## config.mk

```make
export PLATFORM = sky130hd
export DESIGN_NAME = min_window_sum_tracker_flat
export DESIGN_NICKNAME = d
export VERILOG_FILES = /design/src/mwst_pkg.sv /design/src/mwst_if.sv /design/src/mwst_front.sv /design/src/mwst_back.sv /design/src/min_window_sum_tracker.sv /design/src/flat_wrapper.sv
export VERILOG_INCLUDE_DIRS = /design/src /design/src/src
export SDC_FILE = /design/constraint.sdc
export NUM_CORES = 2
export LEC_CHECK = 0
export BUFFER_PORTS_ARGS = -buffer_cell sky130_fd_sc_hd__buf_2
export CORE_MARGIN = 4
export CORE_UTILIZATION = 35
export DETAILED_ROUTE_END_ITERATION = 10
export SYNTH_ARGS = -nofsm -noshare
export SYNTH_HDL_FRONTEND = slang
export SYNTH_MEMORY_MAX_BITS = 65536
export SYNTH_SLANG_ARGS = --single-unit
```

## constraint.sdc

```tcl
create_clock -name clk -period 8.56 [get_ports clk]
set_clock_uncertainty 0.05 [all_clocks]
set_input_delay 0.428 -clock clk [delete_from_list [all_inputs] [get_ports clk]]
set_output_delay 0.428 -clock clk [all_outputs]
set_load 0.02 [all_outputs]
```

## src/min_window_sum_tracker_assert.svh

```systemverilog
// ----------------------------------------------------------------------------
// Assertion macros shared by the min window sum tracker RTL
// Clocked on clk, disabled while rst_n is low.
// ----------------------------------------------------------------------------
`ifndef MIN_WINDOW_SUM_TRACKER_ASSERT_SVH
`define MIN_WINDOW_SUM_TRACKER_ASSERT_SVH

// invariant that holds on every enabled clock edge
`define MWST_ASSERT(lbl, prop, msg) \
  lbl: assert property (@(posedge clk) disable iff (!rst_n) (prop)) else $error(msg);

// same-cycle implication
`define MWST_ASSERT_IMPL(lbl, ante, cons, msg) \
  lbl: assert property (@(posedge clk) disable iff (!rst_n) (ante) |-> (cons)) else $error(msg);

// next-cycle implication
`define MWST_ASSERT_NEXT(lbl, ante, cons, msg) \
  lbl: assert property (@(posedge clk) disable iff (!rst_n) (ante) |=> (cons)) else $error(msg);

`endif

```

## src/mwst_pkg.sv

```systemverilog
// ----------------------------------------------------------------------------
// mwst_pkg
// Shared constants and types of the min window sum tracker.
// ----------------------------------------------------------------------------
package mwst_pkg;

  localparam int LEN_W     = 9;
  localparam int OUT_SUM_W = 24;
  localparam int QDEPTH    = 4;
  localparam int QPTR_W    = $clog2(QDEPTH);
  localparam int QCNT_W    = $clog2(QDEPTH + 1);

  // head of the request queue, seen by the back end
  typedef struct packed {
    logic valid;
    logic last;
  } qhead_t;

endpackage

```

## src/mwst_if.sv

```systemverilog
// ----------------------------------------------------------------------------
// mwst_if
// Valid/ready channels of the min window sum tracker.
// ----------------------------------------------------------------------------
interface mwst_in_if #(parameter int SAMPLE_BITS = 16);
  logic                          valid;
  logic                          ready;
  logic signed [SAMPLE_BITS-1:0] sample;
  logic                          seq_end;

  modport source (output valid, output sample, output seq_end, input ready);
  modport sink (input valid, input sample, input seq_end, output ready);
endinterface

interface mwst_out_if;
  logic                                   valid;
  logic                                   ready;
  logic signed [mwst_pkg::OUT_SUM_W-1:0]  min_sum;
  logic                                   no_window;

  modport source (output valid, output min_sum, output no_window, input ready);
  modport sink (input valid, input min_sum, input no_window, output ready);
endinterface

interface mwst_cfg_if;
  logic                        valid;
  logic                        ready;
  logic [mwst_pkg::LEN_W-1:0]  data;

  modport source (output valid, output data, input ready);
  modport sink (input valid, input data, output ready);
endinterface

```

## src/mwst_front.sv

```systemverilog
// ----------------------------------------------------------------------------
// mwst_front
// Accepts sample requests and queues them for the back end.
// ----------------------------------------------------------------------------
`include "min_window_sum_tracker_assert.svh"

module mwst_front #(
  parameter int SAMPLE_BITS = 16
) (
  input  logic                          clk,
  input  logic                          rst_n,
  mwst_in_if.sink                       in_ch,
  input  logic                          pop,
  output mwst_pkg::qhead_t              head,
  output logic signed [SAMPLE_BITS-1:0] head_sample
);

  logic signed [SAMPLE_BITS-1:0]  q_sample_r [mwst_pkg::QDEPTH];
  logic                           q_last_r   [mwst_pkg::QDEPTH];
  logic [mwst_pkg::QPTR_W-1:0]    wr_ptr_r, wr_ptr_nxt;
  logic [mwst_pkg::QPTR_W-1:0]    rd_ptr_r, rd_ptr_nxt;
  logic [mwst_pkg::QCNT_W-1:0]    cnt_r, cnt_nxt;
  logic                           push;

  assign in_ch.ready = (cnt_r != mwst_pkg::QCNT_W'(mwst_pkg::QDEPTH));
  assign push        = in_ch.valid && in_ch.ready;

  assign head.valid  = (cnt_r != '0);
  assign head.last   = q_last_r[rd_ptr_r];
  assign head_sample = q_sample_r[rd_ptr_r];

  always_comb begin
    wr_ptr_nxt = push ? wr_ptr_r + 1'b1 : wr_ptr_r;
    rd_ptr_nxt = pop ? rd_ptr_r + 1'b1 : rd_ptr_r;
    unique case ({push, pop})
      2'b10:   cnt_nxt = cnt_r + 1'b1;
      2'b01:   cnt_nxt = cnt_r - 1'b1;
      default: cnt_nxt = cnt_r;
    endcase
  end

  always_ff @(posedge clk) begin
    if (!rst_n) begin
      wr_ptr_r <= '0;
      rd_ptr_r <= '0;
      cnt_r    <= '0;
    end else begin
      wr_ptr_r <= wr_ptr_nxt;
      rd_ptr_r <= rd_ptr_nxt;
      cnt_r    <= cnt_nxt;
    end
  end

  always_ff @(posedge clk) begin
    if (push) begin
      q_sample_r[wr_ptr_r] <= in_ch.sample;
      q_last_r[wr_ptr_r]   <= in_ch.seq_end;
    end
  end

  `MWST_ASSERT_IMPL(a_pop_nonempty, pop, cnt_r != '0, "pop from empty request queue")
  `MWST_ASSERT(a_cnt_range, cnt_r <= mwst_pkg::QCNT_W'(mwst_pkg::QDEPTH), "queue count overflow")

endmodule

```

## src/mwst_back.sv

```systemverilog
// ----------------------------------------------------------------------------
// mwst_back
// Sample ring, running window sum, minimum tracking and result register.
// ----------------------------------------------------------------------------
`include "min_window_sum_tracker_assert.svh"

module mwst_back #(
  parameter int MAX_WINDOW  = 256,
  parameter int SAMPLE_BITS = 16
) (
  input  logic                          clk,
  input  logic                          rst_n,
  mwst_cfg_if.sink                      cfg_ch,
  input  mwst_pkg::qhead_t              head,
  input  logic signed [SAMPLE_BITS-1:0] head_sample,
  output logic                          pop,
  mwst_out_if.source                    out_ch
);

  localparam int PTR_W  = (MAX_WINDOW > 1) ? $clog2(MAX_WINDOW) : 1;
  localparam int CNT_W  = $clog2(MAX_WINDOW + 1);
  localparam int ACC_W  = SAMPLE_BITS + CNT_W;
  localparam int WIDE_W = (ACC_W > mwst_pkg::OUT_SUM_W) ? ACC_W : mwst_pkg::OUT_SUM_W;

  logic signed [SAMPLE_BITS-1:0] ring_mem [MAX_WINDOW];

  logic [CNT_W-1:0]              eff_len_r, eff_len_nxt;
  logic [31:0]                   len_ext;
  logic [PTR_W-1:0]              wp_r, wp_nxt;
  logic [CNT_W-1:0]              fill_r, fill_nxt;
  logic [CNT_W:0]                wp_ext, len_x, old_full;
  logic [PTR_W-1:0]              old_addr;
  logic                          sub;

  logic                          a_v_r;
  logic signed [SAMPLE_BITS-1:0] a_sample_r, a_old_r;
  logic                          a_sub_r, a_full_r, a_last_r;
  logic                          a_go;

  logic signed [ACC_W-1:0]       sum_r, best_r, sum_new, best_new, old_term;
  logic                          have_r, have_new;
  logic signed [WIDE_W-1:0]      best_wide;

  logic                          out_v_r;
  logic signed [mwst_pkg::OUT_SUM_W-1:0] out_sum_r;
  logic                          out_nw_r;

  // configuration
  assign cfg_ch.ready = 1'b1;

  always_comb begin
    len_ext = 32'(cfg_ch.data);
    if (len_ext == 32'd0) begin
      eff_len_nxt = CNT_W'(1);
    end else if (len_ext > 32'(MAX_WINDOW)) begin
      eff_len_nxt = CNT_W'(MAX_WINDOW);
    end else begin
      eff_len_nxt = CNT_W'(len_ext);
    end
  end

  // stage 1: ring access
  assign a_go = a_v_r && (!a_last_r || !out_v_r || out_ch.ready);
  assign pop  = head.valid && (!a_v_r || a_go);
  assign sub  = (fill_r >= eff_len_r);

  always_comb begin
    wp_ext   = (CNT_W+1)'(wp_r);
    len_x    = (CNT_W+1)'(eff_len_r);
    old_full = (wp_ext >= len_x) ? wp_ext - len_x
                                 : wp_ext + (CNT_W+1)'(MAX_WINDOW) - len_x;
    old_addr = PTR_W'(old_full);
    wp_nxt   = (wp_r == PTR_W'(MAX_WINDOW - 1)) ? '0 : wp_r + 1'b1;
    fill_nxt = sub ? fill_r : fill_r + 1'b1;
  end

  always_ff @(posedge clk) begin
    if (!rst_n) begin
      eff_len_r <= CNT_W'(1);
      wp_r      <= '0;
      fill_r    <= '0;
      a_v_r     <= 1'b0;
    end else begin
      if (cfg_ch.valid) begin
        eff_len_r <= eff_len_nxt;
        wp_r      <= '0;
        fill_r    <= '0;
      end else if (pop) begin
        if (head.last) begin
          wp_r   <= '0;
          fill_r <= '0;
        end else begin
          wp_r   <= wp_nxt;
          fill_r <= fill_nxt;
        end
      end
      if (pop) begin
        a_v_r <= 1'b1;
      end else if (a_go) begin
        a_v_r <= 1'b0;
      end
    end
  end

  always_ff @(posedge clk) begin
    if (pop) begin
      ring_mem[wp_r] <= head_sample;
      a_old_r        <= ring_mem[old_addr];
      a_sample_r     <= head_sample;
      a_sub_r        <= sub;
      a_full_r       <= (fill_nxt >= eff_len_r);
      a_last_r       <= head.last;
    end
  end

  // stage 2: window sum and minimum
  always_comb begin
    old_term = a_sub_r ? {{(ACC_W-SAMPLE_BITS){a_old_r[SAMPLE_BITS-1]}}, a_old_r} : '0;
    sum_new  = sum_r + {{(ACC_W-SAMPLE_BITS){a_sample_r[SAMPLE_BITS-1]}}, a_sample_r}
               - old_term;
    best_new = best_r;
    if (a_full_r && (!have_r || (sum_new < best_r))) begin
      best_new = sum_new;
    end
    have_new  = have_r || a_full_r;
    best_wide = WIDE_W'(best_new);
  end

  always_ff @(posedge clk) begin
    if (!rst_n) begin
      sum_r   <= '0;
      best_r  <= '0;
      have_r  <= 1'b0;
      out_v_r <= 1'b0;
    end else begin
      if (cfg_ch.valid || (a_go && a_last_r)) begin
        sum_r  <= '0;
        best_r <= '0;
        have_r <= 1'b0;
      end else if (a_go) begin
        sum_r  <= sum_new;
        best_r <= best_new;
        have_r <= have_new;
      end
      if (a_go && a_last_r) begin
        out_v_r <= 1'b1;
      end else if (out_ch.ready) begin
        out_v_r <= 1'b0;
      end
    end
  end

  always_ff @(posedge clk) begin
    if (a_go && a_last_r) begin
      out_sum_r <= have_new ? best_wide[mwst_pkg::OUT_SUM_W-1:0] : '0;
      out_nw_r  <= !have_new;
    end
  end

  assign out_ch.valid     = out_v_r;
  assign out_ch.min_sum   = out_sum_r;
  assign out_ch.no_window = out_nw_r;

  `MWST_ASSERT(a_fill_le_len, fill_r <= eff_len_r, "fill count beyond window length")
  `MWST_ASSERT_IMPL(a_nw_zero, out_v_r && out_nw_r, out_sum_r == '0, "no_window with nonzero sum")
  `MWST_ASSERT_NEXT(a_stall_hold, a_v_r && a_last_r && out_v_r && !out_ch.ready, a_v_r, "final request lost")

endmodule

```

## src/min_window_sum_tracker.sv

```systemverilog
// ----------------------------------------------------------------------------
// min_window_sum_tracker
// Minimum sum over all fixed-size sliding windows of a sample sequence.
// ----------------------------------------------------------------------------
// in_ch  : one request per sample (sample, seq_end); seq_end marks the last
//          sample of a sequence.
// out_ch : one result per sequence (min_sum, no_window), issued for the
//          request with seq_end set. no_window = 1 and min_sum = 0 when the
//          sequence held fewer samples than the window length.
// cfg_ch : writes window_len (0 acts as 1, values above MAX_WINDOW saturate);
//          always ready, write only while idle. A write restarts the sequence.
// Throughput: one sample per cycle outside the stall below. Each sample costs
//          one ring read and write, then one add/subtract and compare stage.
// Result path: the final request passes the request queue, then the ring
//          access stage into the output register.
// Reset: window length 1, sequence cleared; the ring needs no clearing.
// Stall: a held result stops only the next final sample at ring access; the
//          four-entry request queue behind it drops in_ch.ready when full.
// ----------------------------------------------------------------------------
module min_window_sum_tracker #(
  parameter int MAX_WINDOW  = 256,
  parameter int SAMPLE_BITS = 16
) (
  input  logic       clk,
  input  logic       rst_n,
  mwst_in_if.sink    in_ch,
  mwst_out_if.source out_ch,
  mwst_cfg_if.sink   cfg_ch
);

  mwst_pkg::qhead_t              head;
  logic signed [SAMPLE_BITS-1:0] head_sample;
  logic                          pop;

  mwst_front #(
    .SAMPLE_BITS (SAMPLE_BITS)
  ) u_front (
    .clk         (clk),
    .rst_n       (rst_n),
    .in_ch       (in_ch),
    .pop         (pop),
    .head        (head),
    .head_sample (head_sample)
  );

  mwst_back #(
    .MAX_WINDOW  (MAX_WINDOW),
    .SAMPLE_BITS (SAMPLE_BITS)
  ) u_back (
    .clk         (clk),
    .rst_n       (rst_n),
    .cfg_ch      (cfg_ch),
    .head        (head),
    .head_sample (head_sample),
    .pop         (pop),
    .out_ch      (out_ch)
  );

endmodule

```

## src/flat_wrapper.sv

```systemverilog
// flat-port wrapper written by rule: the top's interface ports become plain ports
module min_window_sum_tracker_flat 
#(
  parameter int MAX_WINDOW  = 256,
  parameter int SAMPLE_BITS = 16
)
  (clk, rst_n, in_ch_valid, in_ch_sample, in_ch_seq_end, in_ch_ready, out_ch_valid, out_ch_min_sum, out_ch_no_window, out_ch_ready, cfg_ch_valid, cfg_ch_data, cfg_ch_ready);
  mwst_in_if #(.SAMPLE_BITS(SAMPLE_BITS)) in_ch_i ();
  mwst_out_if out_ch_i ();
  mwst_cfg_if cfg_ch_i ();
  input  logic clk;
  input  logic rst_n;
  input wire logic [$bits(in_ch_i.valid)-1:0] in_ch_valid;
  input wire logic [$bits(in_ch_i.sample)-1:0] in_ch_sample;
  input wire logic [$bits(in_ch_i.seq_end)-1:0] in_ch_seq_end;
  output wire logic [$bits(in_ch_i.ready)-1:0] in_ch_ready;
  output wire logic [$bits(out_ch_i.valid)-1:0] out_ch_valid;
  output wire logic [$bits(out_ch_i.min_sum)-1:0] out_ch_min_sum;
  output wire logic [$bits(out_ch_i.no_window)-1:0] out_ch_no_window;
  input wire logic [$bits(out_ch_i.ready)-1:0] out_ch_ready;
  input wire logic [$bits(cfg_ch_i.valid)-1:0] cfg_ch_valid;
  input wire logic [$bits(cfg_ch_i.data)-1:0] cfg_ch_data;
  output wire logic [$bits(cfg_ch_i.ready)-1:0] cfg_ch_ready;
  assign in_ch_i.valid = in_ch_valid;
  assign in_ch_i.sample = in_ch_sample;
  assign in_ch_i.seq_end = in_ch_seq_end;
  assign in_ch_ready = in_ch_i.ready;
  assign out_ch_valid = out_ch_i.valid;
  assign out_ch_min_sum = out_ch_i.min_sum;
  assign out_ch_no_window = out_ch_i.no_window;
  assign out_ch_i.ready = out_ch_ready;
  assign cfg_ch_i.valid = cfg_ch_valid;
  assign cfg_ch_i.data = cfg_ch_data;
  assign cfg_ch_ready = cfg_ch_i.ready;
  min_window_sum_tracker #(.MAX_WINDOW(MAX_WINDOW), .SAMPLE_BITS(SAMPLE_BITS)) u_core (.clk(clk), .rst_n(rst_n), .in_ch(in_ch_i), .out_ch(out_ch_i), .cfg_ch(cfg_ch_i));
endmodule
```

==> impl_table.tex <==
\begin{tabular}{lr}
\hline
Metric & Value \\
\hline
\multicolumn{2}{l}{\textbf{Die}} \\
\quad Overall die area & 0.492 sq mm \\
\quad Row cnt & 254 \\
\quad Starting density of the core & 35.1\% \\
\quad Num ports & 59 \\
\quad Die Height & 701 microns \\
\quad Floorplan die width & 701 microns \\
\quad Total core area & 0.479 sq mm \\
\multicolumn{2}{l}{\textbf{Power and ir drop}} \\
\quad Tot Pwr & 64.7 mW \\
\quad Static Leak & 59.4 nW \\
\quad Peak VDD IR & 292 uV \\
\quad Power density of the placed cells & 336 mW/mm\^{}2 \\
\multicolumn{2}{l}{\textbf{Placed design}} \\
\quad Setup slack at placement & 1.68 ns \\
\quad Buffers on Ports & 57 \\
\quad Estimated wirelength of the detail-placed design & 245,000 microns \\
\quad Placement Cell Area & 0.178 sq mm \\
\quad Final RePlAce weighted congestion & 0.837 \\
\multicolumn{2}{l}{\textbf{Cells and area}} \\
\quad Most used cells in the layout excluding fill and tap cells & sky130\_fd\_sc\_hd\_\_edfxtp\_1, sky130\_fd\_sc\_hd\_\_mux4\_2, sky130\_fd\_sc\_hd\_\_clkbuf\_16, sky130\_fd\_sc\_hd\_\_buf\_4, sky130\_fd\_sc\_hd\_\_nor2\_1 \\
\quad Layout cells sized above 1 & 28.6\% \\
\quad \# nets final & 8,150 \\
\quad Total non-filler cell area in the finished layout & 0.193 sq mm \\
\quad Area added between synthesis and finish & 14.4\% \\
\quad Leading cell type in the layout, fill and taps excluded & sky130\_fd\_sc\_hd\_\_edfxtp\_1 \\
\multicolumn{2}{l}{\textbf{Timing}} \\
\quad Final number of hold-violating endpoints & 0 \\
\quad Setup repair after global routing missed its margin & no \\
\quad Post-layout minimum cycle time & 6.95 ns \\
\quad Final period util & 81.2\% \\
\quad Final max-slew violation count & 42 \\
\quad Worst hold slack & 0.177 ns \\
\quad Post-Route Setup TNS & 0 ns \\
\quad Number of setup violations in the final report & 0 \\
\quad Setup slack of the critical path after layout & 1.61 ns \\
\quad Max Clock Freq & 144 MHz \\
\quad Max-slew headroom at the worst pin & -3.66\% \\
\quad Slew at the pin with the worst max-slew slack & 1.55 ns \\
\multicolumn{2}{l}{\textbf{Worst setup path}} \\
\quad Cell with the biggest individual delay on the critical path & sky130\_fd\_sc\_hd\_\_a311oi\_4 \\
\quad Kind of critical path & flop to flop \\
\quad Cells traversed along the worst timing path & and2\_1 -> ha\_1 -> inv\_1 -> ha\_1 -> fa\_1 -> a21o\_1 -> a221oi\_2 -> o21a\_2 -> nor3b\_1 -> o41a\_1 -> a2111oi\_2 -> nor2\_1 -> ha\_1 -> nand4\_1 -> nor4\_1 -> o21ai\_0 -> o211a\_1 -> a311oi\_4 -> buf\_4 -> mux2i\_1 -> nor2\_1 \\
\quad Worst setup SP type & flop \\
\quad Worst reg2reg setup slack & 1.61 ns \\
\quad Delay of the slowest critical-path stage & 0.84 ns \\
\quad Maximum fanout count along the critical path & 17 \\
\quad Critical Path Stages & 21 \\
\quad Cell type with the highest occurrence count on the critical path & sky130\_fd\_sc\_hd\_\_ha\_1 \\
\quad R2R depth & 21 \\
\quad Critical path capture point type & flop \\
\quad Buffers and inverters on the worst path & 2 \\
\quad Required time of the critical path & 9.20 ns \\
\quad Worst path top cell family by delay & compound AO/OA/AOI/OAI gates \\
\quad Arrival time of the worst setup path & 7.59 ns \\
\multicolumn{2}{l}{\textbf{Yosys}} \\
\quad Synthesis Warnings & 0 \\
\quad Ys flop type & sky130\_fd\_sc\_hd\_\_edfxtp\_1 \\
\quad Yosys reg bits & 4,312 \\
\quad Share of synthesized flip-flops with an asynchronous set or reset & 0\% \\
\quad Synth Instances & 7,510 \\
\quad Post-synth net total & 7,652 \\
\quad Per-instance average area after synthesis & 22.4 sq um \\
\quad Fraction of the yosys area taken by sequential cells & 76.4\% \\
\quad Post-synth design cell area & 0.168 sq mm \\
\quad Most area-consuming cells after synthesis & sky130\_fd\_sc\_hd\_\_edfxtp\_1, sky130\_fd\_sc\_hd\_\_mux4\_2, sky130\_fd\_sc\_hd\_\_dfxtp\_1 \\
\quad Post-synth top area share & 75.4\% \\
\quad Distinct cell type count after synthesis & 78 \\
\quad Number of synthesized flops with an enable pin & 4,224 \\
\quad Largest area contributor in the synthesized netlist & sky130\_fd\_sc\_hd\_\_edfxtp\_1 \\
\multicolumn{2}{l}{\textbf{Drt}} \\
\quad Via total after detailed routing & 80,100 \\
\quad Initial DRT Pass Iterations & 7 \\
\quad Post-route ant nets & 0 \\
\quad Vias per Instance & 5.41 \\
\quad DRC violations left & 0 \\
\quad Routed wirelength normalized by instance count & 28.7 microns \\
\quad Detailed Route Iter0 Violations & 10,100 \\
\quad Routed WL & 424,000 microns \\
\multicolumn{2}{l}{\textbf{Clock network}} \\
\quad Clock-pin slew on the worst setup and hold paths & 0.06 ns \\
\quad Total clock buffers created by CTS & 431 \\
\quad Latest clock arrival within the worst-skew pair & 1.00 ns \\
\quad Number of sinks handled by clock tree synthesis & 4,312 \\
\quad Clock tree from TritonCTS & done \\
\quad Root buffer selected by CTS & sky130\_fd\_sc\_hd\_\_clkbuf\_16 \\
\quad Clock Tree Buf Depth & 4 \\
\quad Number of H-tree levels & 5 \\
\multicolumn{2}{l}{\textbf{Worst hold path}} \\
\quad Cells on Worst Hold Path & 5 \\
\quad Hold Crit Class & input pin to flop \\
\multicolumn{2}{l}{\textbf{Global routing}} \\
\quad Via count of the first global-routing pass & 81,400 \\
\quad Maximum number of pins on one net before global-route repair & 192 \\
\quad Antenna violations before repair & 21 \\
\quad Total global routing track utilization & 17.0\% \\
\quad GRT overflow & 0 \\
\quad Global-route wire length before repair & 609,000 microns \\
\multicolumn{2}{l}{\textbf{Status}} \\
\quad Outcome & finished with violations \\
\quad Violations in the final reports & max-slew violations \\
\multicolumn{2}{l}{\textbf{Flow run}} \\
\quad Reported max-cap violation count & 0 \\
\hline
\end{tabular}
==> power breakdown <==
group          total, mW  switching (mW)  internal (mW)
clock network       18.6            8.04           10.6
logic               19.4            12.6           6.73
registers           26.7           0.117           26.6
==> worst paths after layout <==
path | from | endpoint
setup / recovery | u_core.u_back.a_sub_r$_DFFE_PP_ | u_core.u_back.out_ch.min_sum[3]$_SDFFCE_PP0P_
hold / removal | cfg_ch_data[0] | u_core.u_back.eff_len_r[0]$_SDFFE_PN1P_
setup reg to reg | u_core.u_back.a_sub_r$_DFFE_PP_ | u_core.u_back.out_ch.min_sum[3]$_SDFFCE_PP0P_
hold reg to reg | u_core.u_back.sum_r[16]$_SDFFE_PP0P_ | u_core.u_back.sum_r[16]$_SDFFE_PP0P_
==> per-stage QoR <==
stage	util, %	instances
3_5_place_dp	37.2	13900
3_3_place_gp	37.2	13900
6_report	40.2	14800
2_1_floorplan	-	7510
4_1_cts	40.2	14800
5_1_grt	40.2	14800
==> cell families (layout without fill, tap and decap cells) <==
family	count (synthesis)	count (layout)	share of synthesized area (%)
simple gates	837	837	2.13
fa+ha+maj	111	111	0.941
xor+xnor	52	52	0.286
mux	1363	1363	17.6
compound gates	296	296	1.29
flops	4312	4312	76.4
buf+inv	538	1409	1.37
other cells	1	13	0.00223
==> state kept, by name, indices dropped and copies added, names as in the netlist, 2 cells and up, named ones only <==
signal	flops
u_core.u_front.cnt_r	3
u_core.u_back.ring_mem	4096
u_core.u_back.wp_r	8
u_core.u_back.a_old_r	16
u_core.u_back.sum_r	25
u_core.u_front.q_sample_r	64
u_core.u_back.best_r	25
u_core.u_front.q_last_r	4
u_core.u_front.rd_ptr_r	2
u_core.u_back.eff_len_r	9
u_core.u_back.a_sample_r	16
u_core.u_back.fill_r	9
u_core.u_back.out_ch.min_sum	24
u_core.u_front.wr_ptr_r	2
==> metal layers <==
metal  global-route usage, %  vias to the layer above  wire [microns]
li1                        -                    32600               -
met1                    24.5                    43400          179000
met2                    26.3                     3471          197000
met3                    3.48                      609           36100
met4                    4.77                        6           12200
met5                       0                        -              44
==> cell type report <==
type                    count  area (sq um)
fillers                 41600        286000
flip-flops and latches   4312        129000
multi-input cells        2660         37700
clock buffers             525         11200
well taps                6400          8010
repair buffers            458          3810
clock inverters           281          2690
inverters                 145           544
diodes                     12          30.0
==> tightest hold or removal path: stages <==
cell and delay (ns):
sky130_fd_sc_hd__buf_2 0.10, sky130_fd_sc_hd__a21oi_1 0.12, sky130_fd_sc_hd__o21ai_0 0.24, sky130_fd_sc_hd__o21ai_0 0.17
sky130_fd_sc_hd__nand2_1 0.07
==> synthesized netlist by cell type, types with 26 or more instances <==
master / number
sky130_fd_sc_hd__a21oi_1: 64
sky130_fd_sc_hd__a32oi_1: 65
sky130_fd_sc_hd__and2_1: 33
sky130_fd_sc_hd__buf_2: 150
sky130_fd_sc_hd__clkbuf_1: 207
sky130_fd_sc_hd__dfxtp_1: 88
sky130_fd_sc_hd__edfxtp_1: 4224
sky130_fd_sc_hd__fa_1: 26
sky130_fd_sc_hd__ha_1: 85
sky130_fd_sc_hd__inv_1: 145
sky130_fd_sc_hd__mux2i_1: 87
sky130_fd_sc_hd__mux4_2: 1275
sky130_fd_sc_hd__nand2_1: 316
sky130_fd_sc_hd__nand3_1: 52
sky130_fd_sc_hd__nor2_1: 339
sky130_fd_sc_hd__o21ai_0: 34
sky130_fd_sc_hd__xnor2_1: 32
==> repair_timing <==
| action | CTS | global route |
|---|---|---|
| hold endpoints to repair | 88 | 0 |
| hold buffers | 45 | 0 |
| buffers inserted | 0 | 0 |
| resized for setup | 0 | 0 |
(Power assumes the default switching activity.)
